[config.mk]
export PLATFORM = sky130hd
export DESIGN_NAME = imp_ctrl
export DESIGN_NICKNAME = d
export VERILOG_FILES = /design/src/design/imp_pkg.sv /design/src/design/imp_ctrl.sv
export SDC_FILE = /design/constraint.sdc
export NUM_CORES = 1
export LEC_CHECK = 0
export ABC_CLOCK_PERIOD_IN_PS = 2000
export CAP_MARGIN = 20
export CORE_MARGIN = 2
export CORE_UTILIZATION = 55
export DETAILED_ROUTE_END_ITERATION = 6
export DONT_BUFFER_PORTS = 1
export PLACE_DENSITY_LB_ADDON = 0.3
export SLEW_MARGIN = 15
export SYNTH_ARGS = -nofsm -noshare
export SYNTH_HDL_FRONTEND = slang
export SYNTH_SLANG_ARGS = --single-unit
[constraint.sdc]
create_clock -name clock -period 2 [get_ports clock]
set_input_delay 0.2 -clock clock [delete_from_list [all_inputs] [get_ports clock]]
set_output_delay 0.2 -clock clock [all_outputs]
set_load 0.005 [all_outputs]
[src/design/imp_pkg.sv]
package imp_pkg;

   localparam int TERMS_PER_SECTION_DEF = 256;
   localparam int MAX_ORDER_DEF         = 6;
   localparam int FRAC_BITS_DEF         = 24;

   localparam int NUM_SECTIONS = 4;
   localparam int NUM_VARS     = 6;
   localparam int EXP_W        = 3;
   localparam int COUNT_W      = 9;
   localparam int SEC_W        = 2;
   localparam int VAR_W        = 3;
   localparam int CSR_W        = 32;

   localparam logic signed [31:0] OFFSET_FIRST_RESET = 32'sd73920;
   localparam logic signed [31:0] OFFSET_THIRD_RESET = 32'sd137120;

   localparam logic CSR_OFFSET_FIRST = 1'b0;
   localparam logic CSR_OFFSET_THIRD = 1'b1;

   localparam logic OP_LOAD = 1'b0;
   localparam logic OP_EVAL = 1'b1;

   localparam logic [SEC_W-1:0] SEC_FIRST = 2'd0;
   localparam logic [SEC_W-1:0] SEC_THIRD = 2'd2;
   localparam logic [SEC_W-1:0] SEC_LAST  = 2'd3;
   localparam logic [VAR_W-1:0] VAR_LAST  = 3'd5;

   typedef struct packed {
      logic                opcode;
      logic [1:0]          section;
      logic [7:0]          term_index;
      logic signed [31:0]  coefficient;
      logic [3:0]          term_order;
      logic [17:0]         exponents;
      logic signed [31:0]  x0;
      logic signed [31:0]  x1;
      logic signed [31:0]  x2;
      logic signed [31:0]  x3;
      logic signed [31:0]  x4;
      logic signed [31:0]  x5;
   } req_type;

   typedef struct packed {
      logic [1:0]          result_section;
      logic signed [31:0]  value;
      logic                saturated;
      logic                last;
   } rsp_type;

   typedef struct packed {
      logic signed [31:0]  coefficient;
      logic [3:0]          term_order;
      logic [17:0]         exponents;
   } term_type;

   typedef struct packed {
      logic              req_take;
      logic              sec_clear;
      logic              term_latch;
      logic              exp_shift;
      logic              pow_mul;
      logic              pow_round;
      logic              coef_mul;
      logic              coef_acc;
      logic              finish;
      logic [SEC_W-1:0]  sec;
      logic [VAR_W-1:0]  var_sel;
   } cmd_type;

   typedef struct packed {
      logic [COUNT_W-1:0] count;
      logic               exp_zero;
      logic               order_over;
   } status_type;

   typedef struct packed {
      logic signed [31:0] value;
      logic               clip;
   } sat_type;

   function automatic sat_type sat32(input logic signed [63:0] v);
      sat_type r;
      if (v > 64'sd2147483647) begin
         r.value = 32'sh7FFFFFFF;
         r.clip  = 1'b1;
      end else if (v < -64'sd2147483648) begin
         r.value = 32'sh80000000;
         r.clip  = 1'b1;
      end else begin
         r.value = v[31:0];
         r.clip  = 1'b0;
      end
      return r;
   endfunction

endpackage

[src/design/imp_ctrl.sv]
module imp_ctrl #(
   parameter int TERMS_PER_SECTION = 256,
   parameter int ADDR_W            = 10
) (
   input  logic                 clock,
   input  logic                 reset,
   input  logic                 req_valid,
   output logic                 req_ready,
   input  logic                 req_opcode,
   output logic                 rsp_valid,
   input  logic                 rsp_ready,
   input  imp_pkg::status_type  status,
   output imp_pkg::cmd_type     cmd,
   output logic [ADDR_W-1:0]    rd_addr
);
   import imp_pkg::*;

   localparam logic [3:0] S_IDLE = 4'd0;
   localparam logic [3:0] S_SEC  = 4'd1;
   localparam logic [3:0] S_READ = 4'd2;
   localparam logic [3:0] S_TERM = 4'd3;
   localparam logic [3:0] S_EXP  = 4'd4;
   localparam logic [3:0] S_PMUL = 4'd5;
   localparam logic [3:0] S_PRND = 4'd6;
   localparam logic [3:0] S_CMUL = 4'd7;
   localparam logic [3:0] S_CACC = 4'd8;
   localparam logic [3:0] S_FIN  = 4'd9;
   localparam logic [3:0] S_OUT  = 4'd10;

   logic [3:0]         state_ff, state_in;
   logic [SEC_W-1:0]   sec_ff, sec_in;
   logic [COUNT_W-1:0] term_ff, term_in;
   logic [VAR_W-1:0]   var_ff, var_in;
   logic               take;

   assign req_ready = state_ff == S_IDLE;
   assign rsp_valid = state_ff == S_OUT;
   assign take      = req_valid && req_ready;
   assign rd_addr   = ADDR_W'(32'(sec_ff) * TERMS_PER_SECTION + 32'(term_ff));

   always_comb begin
      state_in = state_ff;
      sec_in   = sec_ff;
      term_in  = term_ff;
      var_in   = var_ff;
      cmd      = '0;
      cmd.req_take = take;
      cmd.sec      = sec_ff;
      cmd.var_sel  = var_ff;
      unique case (state_ff)
         S_IDLE: begin
            if (take && req_opcode == OP_EVAL) begin
               sec_in   = '0;
               state_in = S_SEC;
            end
         end
         S_SEC: begin
            cmd.sec_clear = 1'b1;
            term_in       = '0;
            state_in      = (status.count == '0) ? S_FIN : S_READ;
         end
         S_READ: state_in = S_TERM;
         S_TERM: begin
            if (status.order_over) begin
               state_in = S_FIN;
            end else begin
               cmd.term_latch = 1'b1;
               var_in         = '0;
               state_in       = S_EXP;
            end
         end
         S_EXP: begin
            if (!status.exp_zero) begin
               state_in = S_PMUL;
            end else if (var_ff == VAR_LAST) begin
               state_in = S_CMUL;
            end else begin
               cmd.exp_shift = 1'b1;
               var_in        = var_ff + 1'b1;
            end
         end
         S_PMUL: begin
            cmd.pow_mul = 1'b1;
            state_in    = S_PRND;
         end
         S_PRND: begin
            cmd.pow_round = 1'b1;
            state_in      = S_EXP;
         end
         S_CMUL: begin
            cmd.coef_mul = 1'b1;
            state_in     = S_CACC;
         end
         S_CACC: begin
            cmd.coef_acc = 1'b1;
            term_in      = term_ff + 1'b1;
            state_in     = (term_in == status.count) ? S_FIN : S_READ;
         end
         S_FIN: begin
            cmd.finish = 1'b1;
            state_in   = S_OUT;
         end
         S_OUT: begin
            if (rsp_ready) begin
               if (sec_ff == SEC_LAST) begin
                  state_in = S_IDLE;
               end else begin
                  sec_in   = sec_ff + 1'b1;
                  state_in = S_SEC;
               end
            end
         end
         default: state_in = S_IDLE;
      endcase
   end

   always_ff @(posedge clock) begin
      if (reset) begin
         state_ff <= S_IDLE;
         sec_ff   <= '0;
         term_ff  <= '0;
         var_ff   <= '0;
      end else begin
         state_ff <= state_in;
         sec_ff   <= sec_in;
         term_ff  <= term_in;
         var_ff   <= var_in;
      end
   end

   a_no_req_while_rsp: assert property (@(posedge clock) disable iff (reset)
      rsp_valid |-> !req_ready)
      else $error("request taken while a response is pending");

   a_rsp_held: assert property (@(posedge clock) disable iff (reset)
      (rsp_valid && !rsp_ready) |=> (rsp_valid && $stable(sec_ff)))
      else $error("stalled response dropped");

   a_read_in_range: assert property (@(posedge clock) disable iff (reset)
      (state_ff == S_READ) |-> (term_ff < status.count))
      else $error("term read past section count");

   a_last_section_done: assert property (@(posedge clock) disable iff (reset)
      (rsp_valid && rsp_ready && sec_ff == SEC_LAST) |=> req_ready)
      else $error("evaluation did not finish after last response");

endmodule
==> impl_metrics.json <==
{
  "mapped_area_mm2": 0.00142,
  "status": "finished clean",
  "nFillCells": 228,
  "firstDrtPassIters": 4,
  "die_area_mm2": 0.00299,
  "wl_final_um": 3680,
  "sequential_area_share_after_synthesis_pct": 25.5,
  "power_per_cell_area_mw_per_mm2": 448,
  "slew_headroom_pct": 53.6,
  "totalNegativeSetupSlack_ns": 0,
  "die_height_um": 54.7,
  "drc_errors": 0,
  "yosys_warnings": 0,
  "part_of_the_power_in_combinational_logic_pct": 16.1,
  "synth_cell_type_count": 47,
  "async_flop_share_pct": 0,
  "setup_violations": 0,
  "cellLeakagePower_nw": 0.574,
  "avgRoutedWirePerCell_um": 16.7,
  "avgViaCountPerCell": 6.32,
  "hold_viol_final": 0,
  "core_area_mm2": 0.00245,
  "finish.instance_area_mm2": 0.00159,
  "number_of_slew_limit_violations_in_the_final_report": 0,
  "synth.ff_latch_count": 18,
  "cts_tree": "done",
  "share_of_post_route_cells_with_drive_strength_above_1_pct": 22.1,
  "vias": 1391,
  "cts_htree_levels": 1,
  "total_switching_power_mw": 0.194,
  "final_cell_count_no_fill": 220,
  "port_buffers": 0,
  "grt_pass1_vias": 1292,
  "clock-root-buffer": "clkbuf_4",
  "chipWidth_um": 54.7,
  "path_max_fanout": 7,
  "end_kind": "flop",
  "placed_cells": 215,
  "grt_first_pass_wirelength_um": 5860,
  "clk_pin_slew_worst_paths_ns": 0.11,
  "syn2layout_area_growth_pct": 12.3,
  "cp_data_arrival_time_ns": 2.14,
  "grt_antenna_before_repair": 0,
  "sequentialPowerShare_pct": 51.6,
  "synth_enable_flop_cells": 0,
  "ctsLongestPathBuffers": 2,
  "fin_worst_hold_slack_ns": 0.0773,
  "final.setup_skew_ns": 0.00601,
  "period_share_pct": 95.4,
  "global_placement_routability_congestion": 0.867,
  "placedInstanceArea_mm2": 0.00147,
  "max_clock_freq_mhz": 524,
  "swShare_pct": 27.2,
  "final_period_minus_worst_setup_slack_ns": 1.91,
  "ant_nets": 0,
  "final_net_count": 212,
  "worstPathRequired_ns": 2.23,
  "cts_setup_buffers": 0,
  "synth_area_per_cell_um2": 7.57,
  "total_power_mw": 0.713,
  "net_count_synth": 208,
  "netlist_instances": 187,
  "dp_hpwl_um": 2610,
  "min-delay-path-class": "in -> reg",
  "rsz_0062_raised_after_global_routing": "no",
  "max-vdd-ir-drop_v": 0.000346,
  "track_usage_pct": 27.1,
  "row_count": 18,
  "final_common_cell": "nor2_1",
  "floorplan.initialDensity_pct": 57.6,
  "worst_pin_slew_ns": 0.693,
  "startpoint_kind_of_the_worst_setup_timing_path": "flop",
  "clock_latency_of_the_later_clocked_register_in_the_worst_skew_pair_ns": 0.30,
  "ios": 42,
  "grt_overflow": 0,
  "maxCapViolCount": 0,
  "synth_flop_cell": "dfxtp_1",
  "critPathKind": "reg -> reg",
  "final_cell_mix": "21 x nor2_1, 18 x a21oi_1, 15 x buf_4",
  "cts_buffers": 3,
  "grt_max_degree": 17,
  "clock-sinks": 18,
  "antenna_cells_inserted": 0,
  "internal_power_mw": 0.519,
  "drtIter0Drc": 48,
  "clock_power_share_pct": 32.3
}
## power groups by stage
stage	combinational, mW	sequential (mW)	clock (mW)
floorplan	0.0898	0.372	0
global placement	0.0989	0.377	0
detailed placement	0.102	0.378	0
CTS	0.109	0.370	0.238
global route	0.126	0.369	0.250
finish	0.115	0.368	0.230
## critical path, cell delays in order, from the launching register on
cell and delay, ns:
dfxtp_4 0.40, buf_4 0.15, nand3_4 0.11, or3_4 0.36, nor2_2 0.11, o2111ai_2 0.14, or4_4 0.44, a31oi_1 0.13
## final timing paths
check                              to                    start  depth (start not counted)  slack, ns
max          state_ff[3]$_SDFFE_PP0P_  term_ff[0]$_SDFFE_PP0P_                          7       0.09
min            sec_ff[1]$_SDFFE_PP0P_                rsp_ready                          2       0.08
max reg2reg  state_ff[3]$_SDFFE_PP0P_  term_ff[0]$_SDFFE_PP0P_                          7       0.09
min reg2reg   term_ff[4]$_SDFFE_PP0P_  term_ff[4]$_SDFFE_PP0P_                          2       0.53
## cells in the mapped netlist (2+ instances only)
cell type | number | area (um2)
or3_1 | 2 | 12.5
ha_1 | 5 | 62.6
o21ai_0 | 8 | 40.0
xnor2_1 | 10 | 87.6
o22ai_1 | 2 | 12.5
a21o_1 | 4 | 30.0
and2_1 | 3 | 18.8
nor3b_1 | 2 | 15.0
nor4_1 | 2 | 12.5
nand2b_1 | 6 | 37.5
a31oi_1 | 4 | 25.0
xor2_1 | 4 | 35.0
buf_4 | 10 | 75.1
dfxtp_1 | 18 | 360
nand2_1 | 11 | 41.3
a21oi_1 | 19 | 95.1
nor2_1 | 22 | 82.6
nor2b_1 | 3 | 18.8
clkbuf_1 | 6 | 22.5
nor3_1 | 11 | 55.1
nand4_1 | 3 | 18.8
nand3b_1 | 4 | 30.0
inv_1 | 3 | 11.3
o21ai_1 | 2 | 10.0
## sequential cells by signal, summed over array words and instances (netlist names)
| name | flops |
|---|---|
| term_ff | 9 |
| sec_ff | 2 |
| var_ff | 3 |
| state_ff | 4 |
## final cells by class
cell class	count	area (um2)	share of cell area, %
inverter	4	15.0	0.945
tap	30	37.5	2.36
clock buffer	4	36.3	2.28
timing repair buffer	17	134	8.43
sequential	18	375	23.6
multi-input combinational	147	991	62.4
## stage by stage
| step | setup slack (ns) | util (%) |
|---|---|---|
| 3_3_place_gp | 0.0783 | 59.9 |
| 2_1_floorplan | 0.0809 | - |
| 4_1_cts | 0.00841 | 61.8 |
| 3_5_place_dp | 0.0413 | 59.9 |
| 5_1_grt | 0.000367 | 64.7 |
| 6_report | 0.0918 | 64.7 |
## routing by layer
layer	GRT usage [%]	share of wire, %	vias up
li1	-	-	675
met1	34.7	41	633
met2	43.1	49	75
met3	9.02	8.5	8
met4	7.92	1.7	0
met5	0	0	-
## cells by family (layout without fill, tap and decap cells)
group,Yosys count,after routing,share of synthesized area (%)
and+or+nand+nor,78,78,30.3
AOI/OAI and AO/OA,49,49,21.8
buffers and inverters,22,25,8.58
DFF,18,18,25.5
xor gates and xnor gates,14,14,8.66
adders and majority gates,5,5,4.42
muxes,1,1,0.707
## what timing repair did
item	4_1_cts	5_1_grt
endpoints found under the setup margin	0	4
hold endpoints to repair	16	0
resized for setup	0	20
hold buffers	1	0
(Power assumes the default switching activity.)
